<file path="config.mk">
export PLATFORM = sky130hd
export DESIGN_NAME = reference_slot_allocator_flat
export DESIGN_NICKNAME = d
export VERILOG_FILES = /design/src/rsa_pkg.sv /design/src/rsa_if.sv /design/src/reference_slot_allocator.sv /design/src/rsa_front.sv /design/src/rsa_queue.sv /design/src/rsa_back.sv /design/src/flat_wrapper.sv
export VERILOG_INCLUDE_DIRS = /design/src /design/src/src
export SDC_FILE = /design/constraint.sdc
export NUM_CORES = 2
export LEC_CHECK = 0
export BUFFER_PORTS_ARGS = -buffer_cell sky130_fd_sc_hd__buf_4
export CORE_MARGIN = 1
export CORE_UTILIZATION = 45
export DETAILED_ROUTE_END_ITERATION = 10
export PLACE_DENSITY_LB_ADDON = 0.15
export SETUP_SLACK_MARGIN = 0.15
export SYNTH_ARGS = -nofsm -noshare
export SYNTH_HDL_FRONTEND = slang
export SYNTH_SLANG_ARGS = --single-unit
</file>
<file path="constraint.sdc">
create_clock -name clk -period 13 [get_ports clk]
set_input_delay 2.6 -clock clk [delete_from_list [all_inputs] [get_ports clk]]
set_output_delay 2.6 -clock clk [all_outputs]
set_load 0.05 [all_outputs]
</file>
<file path="src/reference_slot_allocator_defines.svh">
// Assertion macros for the reference slot allocator.
// Included by modules that carry concurrent checks; needs clk and rst in scope.
`ifndef REFERENCE_SLOT_ALLOCATOR_DEFINES_SVH
`define REFERENCE_SLOT_ALLOCATOR_DEFINES_SVH

// Same-cycle implication, disabled in reset.
`define RSA_ASSERT_NOW(name, ante, cons, msg) \
  name: assert property (@(posedge clk) disable iff (rst) (ante) |-> (cons)) \
    else $error(msg);

// Next-cycle implication, disabled in reset.
`define RSA_ASSERT_NEXT(name, ante, cons, msg) \
  name: assert property (@(posedge clk) disable iff (rst) (ante) |=> (cons)) \
    else $error(msg);

`endif

</file>
<file path="src/rsa_pkg.sv">
// Package for the reference slot allocator: sizes, codes, item types and
// the find-first-set helper. No dependencies.
`default_nettype none

package rsa_pkg;

  localparam int SLOTS    = 64;
  localparam int PTR_BITS = 32;
  localparam int SLOT_W   = (SLOTS > 1) ? $clog2(SLOTS) : 1;
  localparam int QDEPTH   = 2;
  localparam int QPTR_W   = $clog2(QDEPTH);

  typedef enum logic [1:0] {
    OP_ADD    = 2'd0,
    OP_REMOVE = 2'd1,
    OP_SCAN   = 2'd2
  } op_t;

  typedef enum logic [1:0] {
    STAT_OK        = 2'd0,
    STAT_FULL      = 2'd1,
    STAT_NOT_BUSY  = 2'd2,
    STAT_NONE_BUSY = 2'd3
  } status_t;

  typedef enum logic [1:0] {
    ST_IDLE,
    ST_READ,
    ST_SEND
  } state_t;

  typedef struct packed {
    op_t                 op;
    logic [PTR_BITS-1:0] ptr;
    logic [5:0]          idx;
    logic [1:0]          kind;
  } cmd_t;

  typedef struct packed {
    logic [5:0]  slot;
    logic [31:0] ptr;
    logic [1:0]  kind;
    status_t     status;
    logic        last;
  } res_t;

  typedef struct packed {
    logic       any;
    logic [5:0] idx;
  } ffs_t;

  // Lowest set bit of a 64-bit vector, as eight groups of eight.
  function automatic ffs_t ffs64(input logic [63:0] v);
    logic [7:0] grp_any;
    logic [2:0] grp_pos [8];
    logic [2:0] g;
    ffs_t       r;
    for (int i = 0; i < 8; i++) begin
      grp_any[i] = |v[i*8 +: 8];
      grp_pos[i] = '0;
      for (int j = 7; j >= 0; j--) begin
        if (v[i*8 + j]) grp_pos[i] = 3'(j);
      end
    end
    g = '0;
    for (int i = 7; i >= 0; i--) begin
      if (grp_any[i]) g = 3'(i);
    end
    r.any = |grp_any;
    r.idx = {g, grp_pos[g]};
    return r;
  endfunction

  function automatic logic [PTR_BITS-1:0] ptr_to_store(input logic [31:0] p);
    logic [63:0] w;
    w = 64'(p);
    return w[PTR_BITS-1:0];
  endfunction

  function automatic logic [31:0] ptr_to_out(input logic [PTR_BITS-1:0] p);
    logic [63:0] w;
    w = 64'(p);
    return w[31:0];
  endfunction

endpackage

`default_nettype wire

</file>
<file path="src/rsa_if.sv">
// Valid/ready channel interfaces for request and result items.
// No dependencies.
`default_nettype none

interface rsa_in_if;
  logic        valid;
  logic        ready;
  logic [1:0]  op;
  logic [31:0] object_pointer;
  logic [5:0]  slot_index;
  logic [1:0]  ref_kind;

  modport source (output valid, op, object_pointer, slot_index, ref_kind, input ready);
  modport sink   (input valid, op, object_pointer, slot_index, ref_kind, output ready);
endinterface

interface rsa_out_if;
  logic        valid;
  logic        ready;
  logic [5:0]  slot;
  logic [31:0] pointer_out;
  logic [1:0]  kind_out;
  logic [1:0]  status;
  logic        last;

  modport source (output valid, slot, pointer_out, kind_out, status, last, input ready);
  modport sink   (input valid, slot, pointer_out, kind_out, status, last, output ready);
endinterface

`default_nettype wire

</file>
<file path="src/reference_slot_allocator.sv">
// Path: an add goes from the queue into the result register; a remove of a busy slot and the first
// scan result also take a registered pointer store read (queue stage, back end, registered read).
// Flow: the back end takes a new item only after the result of the last one is accepted, and a
// scan reads the pointer store once per busy slot reported (one read port, one read per slot).
// Reset: all slots free, queue empty; the pointer store is not cleared.
// Top level: request item front end, command queue, allocator back end.
`default_nettype none

module reference_slot_allocator (
  input  logic       clk,
  input  logic       rst,
  rsa_in_if.sink     req,
  rsa_out_if.source  rsp
);
  import rsa_pkg::*;

  logic push_valid;
  logic push_ready;
  cmd_t push_data;
  logic pop_valid;
  logic pop_ready;
  cmd_t pop_data;

  rsa_front u_front (
    .req        (req),
    .push_valid (push_valid),
    .push_ready (push_ready),
    .push_data  (push_data)
  );

  rsa_queue u_queue (
    .clk        (clk),
    .rst        (rst),
    .push_valid (push_valid),
    .push_ready (push_ready),
    .push_data  (push_data),
    .pop_valid  (pop_valid),
    .pop_ready  (pop_ready),
    .pop_data   (pop_data)
  );

  rsa_back u_back (
    .clk     (clk),
    .rst     (rst),
    .q_valid (pop_valid),
    .q_pop   (pop_ready),
    .cmd     (pop_data),
    .rsp     (rsp)
  );

endmodule

`default_nettype wire

</file>
<file path="src/rsa_front.sv">
// Front end: takes request items, drops unused op codes, and packs the
// rest into commands for the queue. Uses rsa_pkg and rsa_in_if.
`default_nettype none

module rsa_front (
  rsa_in_if.sink         req,
  output logic           push_valid,
  input  logic           push_ready,
  output rsa_pkg::cmd_t  push_data
);
  import rsa_pkg::*;

  logic known_op;

  assign known_op = (req.op == OP_ADD) || (req.op == OP_REMOVE) || (req.op == OP_SCAN);

  assign req.ready       = push_ready;
  assign push_valid      = req.valid && known_op;
  assign push_data.op    = op_t'(req.op);
  assign push_data.ptr   = ptr_to_store(req.object_pointer);
  assign push_data.idx   = req.slot_index;
  assign push_data.kind  = req.ref_kind;

endmodule

`default_nettype wire

</file>
<file path="src/rsa_queue.sv">
// Short command queue between front and back end.
// Uses rsa_pkg for the command type and depth.
`default_nettype none

module rsa_queue (
  input  logic          clk,
  input  logic          rst,
  input  logic          push_valid,
  output logic          push_ready,
  input  rsa_pkg::cmd_t push_data,
  output logic          pop_valid,
  input  logic          pop_ready,
  output rsa_pkg::cmd_t pop_data
);
  import rsa_pkg::*;

  cmd_t              entries [QDEPTH];
  logic [QPTR_W-1:0] wr_ptr;
  logic [QPTR_W-1:0] rd_ptr;
  logic [QPTR_W:0]   count;
  logic              do_push;
  logic              do_pop;

  assign push_ready = (count != (QPTR_W+1)'(QDEPTH));
  assign pop_valid  = (count != '0);
  assign pop_data   = entries[rd_ptr];
  assign do_push    = push_valid && push_ready;
  assign do_pop     = pop_valid && pop_ready;

  always_ff @(posedge clk) begin
    if (rst) begin
      wr_ptr <= '0;
      rd_ptr <= '0;
      count  <= '0;
    end else begin
      if (do_push) wr_ptr <= wr_ptr + 1'b1;
      if (do_pop) rd_ptr <= rd_ptr + 1'b1;
      if (do_push && !do_pop) count <= count + 1'b1;
      else if (do_pop && !do_push) count <= count - 1'b1;
    end
    if (do_push) entries[wr_ptr] <= push_data;
  end

endmodule

`default_nettype wire

</file>
<file path="src/rsa_back.sv">
// Back end: free bitmap, pointer store, find-first-set allocation and the
// scan walk, with a registered result. Uses rsa_pkg, rsa_out_if and the macros.
`include "reference_slot_allocator_defines.svh"
`default_nettype none

module rsa_back (
  input  logic          clk,
  input  logic          rst,
  input  logic          q_valid,
  output logic          q_pop,
  input  rsa_pkg::cmd_t cmd,
  rsa_out_if.source     rsp
);
  import rsa_pkg::*;

  state_t              state, state_next;
  logic [SLOTS-1:0]    free_map, free_map_next;
  logic [SLOTS-1:0]    busy;
  logic                scan, scan_next;
  res_t                res, res_next;

  logic [PTR_BITS-1:0] mem [SLOTS];
  logic [PTR_BITS-1:0] rdata;
  logic                mem_we;
  logic [SLOT_W-1:0]   mem_waddr;
  logic [SLOT_W-1:0]   mem_raddr;
  logic [PTR_BITS-1:0] mem_wdata;

  logic [63:0]         busy_ext;
  logic [63:0]         above_ext;
  ffs_t                free_ffs, busy_ffs, above_ffs;
  logic                rm_busy;

  assign busy     = ~free_map;
  assign busy_ext = 64'(busy);

  // busy slots strictly above the slot currently held in the result
  always_comb begin
    for (int i = 0; i < 64; i++) begin
      above_ext[i] = busy_ext[i] & (7'(i) > {1'b0, res.slot});
    end
  end

  assign free_ffs  = ffs64(64'(free_map));
  assign busy_ffs  = ffs64(busy_ext);
  assign above_ffs = ffs64(above_ext);
  assign rm_busy   = (32'(cmd.idx) < SLOTS) && !free_map[cmd.idx[SLOT_W-1:0]];

  assign rsp.valid       = (state == ST_SEND);
  assign rsp.slot        = res.slot;
  assign rsp.pointer_out = res.ptr;
  assign rsp.kind_out    = res.kind;
  assign rsp.status      = res.status;
  assign rsp.last        = res.last;

  always_ff @(posedge clk) begin
    if (mem_we) mem[mem_waddr] <= mem_wdata;
    rdata <= mem[mem_raddr];
  end

  always_ff @(posedge clk) begin
    if (rst) begin
      state    <= ST_IDLE;
      free_map <= '1;
      scan     <= 1'b0;
    end else begin
      state    <= state_next;
      free_map <= free_map_next;
      scan     <= scan_next;
    end
    res <= res_next;
  end

  always_comb begin
    state_next    = state;
    free_map_next = free_map;
    scan_next     = scan;
    res_next      = res;
    q_pop         = 1'b0;
    mem_we        = 1'b0;
    mem_waddr     = free_ffs.idx[SLOT_W-1:0];
    mem_wdata     = cmd.ptr;
    mem_raddr     = cmd.idx[SLOT_W-1:0];
    case (state)
      ST_IDLE: begin
        if (q_valid) begin
          q_pop         = 1'b1;
          scan_next     = 1'b0;
          res_next.kind = cmd.kind;
          res_next.last = 1'b1;
          res_next.ptr  = '0;
          case (cmd.op)
            OP_ADD: begin
              state_next = ST_SEND;
              if (free_ffs.any) begin
                free_map_next[free_ffs.idx[SLOT_W-1:0]] = 1'b0;
                mem_we          = 1'b1;
                res_next.slot   = free_ffs.idx;
                res_next.ptr    = ptr_to_out(cmd.ptr);
                res_next.status = STAT_OK;
              end else begin
                res_next.slot   = '0;
                res_next.status = STAT_FULL;
              end
            end
            OP_REMOVE: begin
              res_next.slot = cmd.idx;
              if (rm_busy) begin
                free_map_next[cmd.idx[SLOT_W-1:0]] = 1'b1;
                res_next.status = STAT_OK;
                state_next      = ST_READ;
              end else begin
                res_next.status = STAT_NOT_BUSY;
                state_next      = ST_SEND;
              end
            end
            OP_SCAN: begin
              if (busy_ffs.any) begin
                scan_next       = 1'b1;
                res_next.slot   = busy_ffs.idx;
                res_next.status = STAT_OK;
                mem_raddr       = busy_ffs.idx[SLOT_W-1:0];
                state_next      = ST_READ;
              end else begin
                res_next.slot   = '0;
                res_next.status = STAT_NONE_BUSY;
                state_next      = ST_SEND;
              end
            end
            default: state_next = ST_IDLE;
          endcase
        end
      end
      ST_READ: begin
        res_next.ptr  = ptr_to_out(rdata);
        res_next.last = scan ? !above_ffs.any : 1'b1;
        state_next    = ST_SEND;
      end
      ST_SEND: begin
        if (rsp.ready) begin
          if (scan && !res.last) begin
            res_next.slot = above_ffs.idx;
            mem_raddr     = above_ffs.idx[SLOT_W-1:0];
            state_next    = ST_READ;
          end else begin
            state_next = ST_IDLE;
          end
        end
      end
      default: state_next = ST_IDLE;
    endcase
  end

  `RSA_ASSERT_NOW(a_full_means_empty_map, state == ST_SEND && res.status == STAT_FULL, free_map == '0, "full status with a free slot")
  `RSA_ASSERT_NOW(a_single_result_last, state == ST_SEND && !scan, res.last, "single result not marked last")
  `RSA_ASSERT_NEXT(a_scan_ascending, state == ST_SEND && rsp.ready && scan && !res.last, state == ST_READ && res.slot > $past(res.slot), "scan slot order broken")

endmodule

`default_nettype wire

</file>
<file path="src/flat_wrapper.sv">
// flat-port wrapper written by rule: the top's interface ports become plain ports
module reference_slot_allocator_flat import rsa_pkg::*;
  (clk, rst, req_valid, req_op, req_object_pointer, req_slot_index, req_ref_kind, req_ready, rsp_valid, rsp_slot, rsp_pointer_out, rsp_kind_out, rsp_status, rsp_last, rsp_ready);
  rsa_in_if req_i ();
  rsa_out_if rsp_i ();
  input  logic clk;
  input  logic rst;
  input wire logic [$bits(req_i.valid)-1:0] req_valid;
  input wire logic [$bits(req_i.op)-1:0] req_op;
  input wire logic [$bits(req_i.object_pointer)-1:0] req_object_pointer;
  input wire logic [$bits(req_i.slot_index)-1:0] req_slot_index;
  input wire logic [$bits(req_i.ref_kind)-1:0] req_ref_kind;
  output wire logic [$bits(req_i.ready)-1:0] req_ready;
  output wire logic [$bits(rsp_i.valid)-1:0] rsp_valid;
  output wire logic [$bits(rsp_i.slot)-1:0] rsp_slot;
  output wire logic [$bits(rsp_i.pointer_out)-1:0] rsp_pointer_out;
  output wire logic [$bits(rsp_i.kind_out)-1:0] rsp_kind_out;
  output wire logic [$bits(rsp_i.status)-1:0] rsp_status;
  output wire logic [$bits(rsp_i.last)-1:0] rsp_last;
  input wire logic [$bits(rsp_i.ready)-1:0] rsp_ready;
  assign req_i.valid = req_valid;
  assign req_i.op = req_op;
  assign req_i.object_pointer = req_object_pointer;
  assign req_i.slot_index = req_slot_index;
  assign req_i.ref_kind = req_ref_kind;
  assign req_ready = req_i.ready;
  assign rsp_valid = rsp_i.valid;
  assign rsp_slot = rsp_i.slot;
  assign rsp_pointer_out = rsp_i.pointer_out;
  assign rsp_kind_out = rsp_i.kind_out;
  assign rsp_status = rsp_i.status;
  assign rsp_last = rsp_i.last;
  assign rsp_i.ready = rsp_ready;
  reference_slot_allocator u_core (.clk(clk), .rst(rst), .req(req_i), .rsp(rsp_i));
endmodule
</file>
==> results.md <==
* MaxCap Viol Count at 0
* Final Util at 51.2%
* Post-route DRC at 0
* Cell area power density at between 200 and 250 mW/mm2
* H-Tree Depth at 4
* YS warnings at 0
* Clock Sink Count at 2279
* Synth Area per Inst at 14.0 um2
* Worst-path maximum fanout at between 50 and 60
* Ratio of cells with drive above 1 in the final layout at between 10% and 20%
* Setup bufs post-CTS at 0
* Final period utilization at between 60 and 70%
* Worst EP required at 13760 ps
* Die height at ~460 um
* Setup Viol. Count Final at 0
* Post-Syn Area at 0.0929 mm2
* Avg WL per Cell at roughly 32 um
* Routed wire length at 310000 um
* Total congestion overflow at 0
* GPL Wtd Cong at approximately 0.93
* Drt pass-1 iters at 6
* Final cell count without fillers at around 9700
* Crit. End Element: flip-flop
* Commonest non-fill, non-tap cell in the layout: edfxtp_1
* Net Count, Synth at 6698
* Top cell type's share of synthesized area at between 70% and 80%
* CTS Hold Bufs at 0
* Cells after Synth at 6647
* Final net count at 6816
* Vias at 60000
* Root Driver: clkbuf_16
* CTS tree: yes
* Inst Count DP at 9221
* Total I/O pin count at 91
* Clock skew at 92.0 ps
* Critical path class: flip-flop to flip-flop
* Sequential share of the synthesized area at 72.5%
* Post-cts gate resize count at 0
* Placeable Area at 0.205 mm2
* Yosys top cell by area: edfxtp_1
* Post-DRT Antenna Nets at 0
* Buffers on Ports at 90
* RSZ-0062 raised after global routing: no
* Fillers at 17100
* GRT Overall Usage at 29.1%
* Netlist cell types at 90
* Multi-input logic area at 0.0240 mm2
* Relative slew slack at 6.99%
* CTS clk-pin slew, worst paths at 60 ps
* FF+latch area at 0.0674 mm2
* Fin. Hold Viols at 0
* Final HPWL DP at 181000 um
* Worst skew pair latency at 910 ps
* DRT iter0 DRCs at ~8700
* Final Cell Area at 0.105 mm2
* Cell mode on critical path: buf_4
* Commonest non-fill, non-tap cells in the layout: edfxtp_1, nand2_1, mux2i_1, a21oi_1, buf_4
* Period minus WS final at just under 9000 ps
* Avg Vias per Cell at 6.20
* Most used DFF post-synth: edfxtp_1
* Max stage delay on crit path at 1080 ps
* Die X at 456 um
* Worst hold-check path type: flip-flop to flip-flop
* Post-synth ARST share at 0%
* WP data arrival at 9570 ps
* Largest buffer count on any clock path at 3
* Global-route wire length before repair at 432000 um
* Vias in the first global route at about 56000
* Worst VDD drop at roughly 0.00016 V
* CTS Buf Count at 230
* CP Cell Sequence: buf_4 -> and2_1 -> a21oi_1 -> nor4_1 -> a211oi_1 -> o21bai_1 -> a21oi_1 -> a311oi_1 -> o21a_4 -> buf_4 -> buf_4 -> mux2i_1 -> o22ai_1 -> a2111oi_0 -> nand3_1 -> or3_1
* Number of flops mapped to enable cells by yosys at 2175
* Largest net degree at the start of global routing at 134
* Initial antenna violation count at 30
* Final TNS setup at 0 ps
* Worst hold slack at 512 ps
* Slew Viols, Final at 0
* Placed instance area at 0.0976 mm2
* Leakage at 0.0363 uW
* Yosys reg bits at 2279
* Area Overhead vs Synth at 13.0%
* CP startpoint kind: flip-flop
* Starting Density at 45.3%
* Status: complete, no violations
* Max frequency at 113 MHz
* Largest cells by area after synthesis: edfxtp_1, mux2i_1, nand2_1
* CP max stage cell: a2111oi_0
* Worst-margin pin slew at about 1400 ps
* Num rows at 166
* Die area at 0.208 mm2
==> state kept, by name, indices dropped and copies added (netlist names), named ones only <==
signal	flops
u_core.u_back.rdata	32
u_core.u_queue.rd_ptr	1
u_core.u_back.rsp.status	2
u_core.u_back.rsp.slot	6
u_core.u_queue.count	2
u_core.u_back.mem	2048
u_core.u_back.rsp.pointer_out	32
u_core.u_queue.entries	84
u_core.u_back.rsp.last	1
u_core.u_back.rsp.kind_out	2
u_core.u_back.state	2
u_core.u_back.scan	1
u_core.u_queue.wr_ptr	1
u_core.u_back.free_map	64
==> kinds of logic (layout without fill, tap and decap cells) <==
| group | Yosys count | after routing | synth area share (%) |
|---|---|---|---|
| mux | 632 | 632 | 6.84 |
| other cells | 0 | 21 | 0 |
| flops | 2279 | 2279 | 72.5 |
| fa+ha+maj | 5 | 5 | 0.0673 |
| simple gates | 1979 | 1979 | 9.52 |
| buf+inv | 511 | 829 | 2.51 |
| compound gates | 1237 | 1237 | 8.49 |
| xor+xnor | 4 | 4 | 0.0377 |
==> layout make-up <==
cell class	count	area share, %
sequential	2279	64.2
multi-input combinational	3857	22.8
clock buffer	299	5.85
tap	2688	3.20
timing repair buffer	326	2.41
clock inverter	133	1.23
inverter	71	0.255
antenna	21	0.0500
==> final timing paths <==
path              cells past startpoint  slack, ps                 startpoint                 endpoint
setup / recovery                     16       4190  u_core.u_back.rsp.slot[5]  u_core.u_back.rdata[23]
hold reg to reg                       2        510      u_core.u_queue.rd_ptr                flip-flop
setup reg to reg                     16       4190  u_core.u_back.rsp.slot[5]  u_core.u_back.rdata[23]
hold / removal                        2        510      u_core.u_queue.rd_ptr                flip-flop
==> cells in the mapped netlist, types with 14 or more instances <==
| library cell | n |
|---|---|
| or4_1 | 20 |
| o211ai_1 | 15 |
| and3_1 | 36 |
| buf_1 | 45 |
| mux2i_1 | 615 |
| o22ai_1 | 180 |
| nand4_1 | 51 |
| o221ai_1 | 77 |
| a2111oi_0 | 29 |
| a211oi_1 | 22 |
| nand2b_1 | 23 |
| inv_1 | 70 |
| nor2b_1 | 14 |
| buf_2 | 151 |
| o31ai_1 | 27 |
| o21bai_1 | 72 |
| a31oi_1 | 58 |
| clkbuf_1 | 199 |
| edfxtp_1 | 2175 |
| buf_6 | 15 |
| dfxtp_1 | 104 |
| o21ai_1 | 17 |
| nand2_1 | 1043 |
| nor4_1 | 93 |
| a21oi_1 | 400 |
| or3_1 | 36 |
| nor2_1 | 254 |
| and2_1 | 17 |
| nand3_1 | 258 |
| buf_4 | 30 |
| a21o_1 | 17 |
| o21ai_0 | 148 |
| a22oi_1 | 50 |
| nor3_1 | 80 |
==> per-layer routing <==
metal	up-vias	share of wire (%)	track usage, %
li1	25700	-	-
met1	30800	41	41.1
met2	3015	46	45.4
met3	488	9.1	4.78
met4	4	4.0	10.9
met5	-	0.0084	0
==> critical path: cells and delay by family, from the launching register on <==
family,cells,cell delay (ps)
AO/OA/AOI/OAI,8,3900
multiplexers,1,280
flip-flops,1,320
AND/OR/NAND/NOR,4,2250
buffers and inverters,3,1820
==> metrics by stage <==
step	total power [uW]	setup WS (ps)
global route	22200	3930
detailed placement	15200	4350
finish	21700	4190
CTS	21700	4390
floorplan	12300	7720
global placement	15100	3470
==> where the power goes <==
| group | total (uW) | internal (uW) | switching (uW) |
|---|---|---|---|
| Sequential | 9010 | 8790 | 219 |
| Combinational | 6110 | 1500 | 4610 |
| Clock | 6540 | 3660 | 2880 |
| Total | 21700 | 13900 | 7710 |
(Power assumes the default switching activity.)
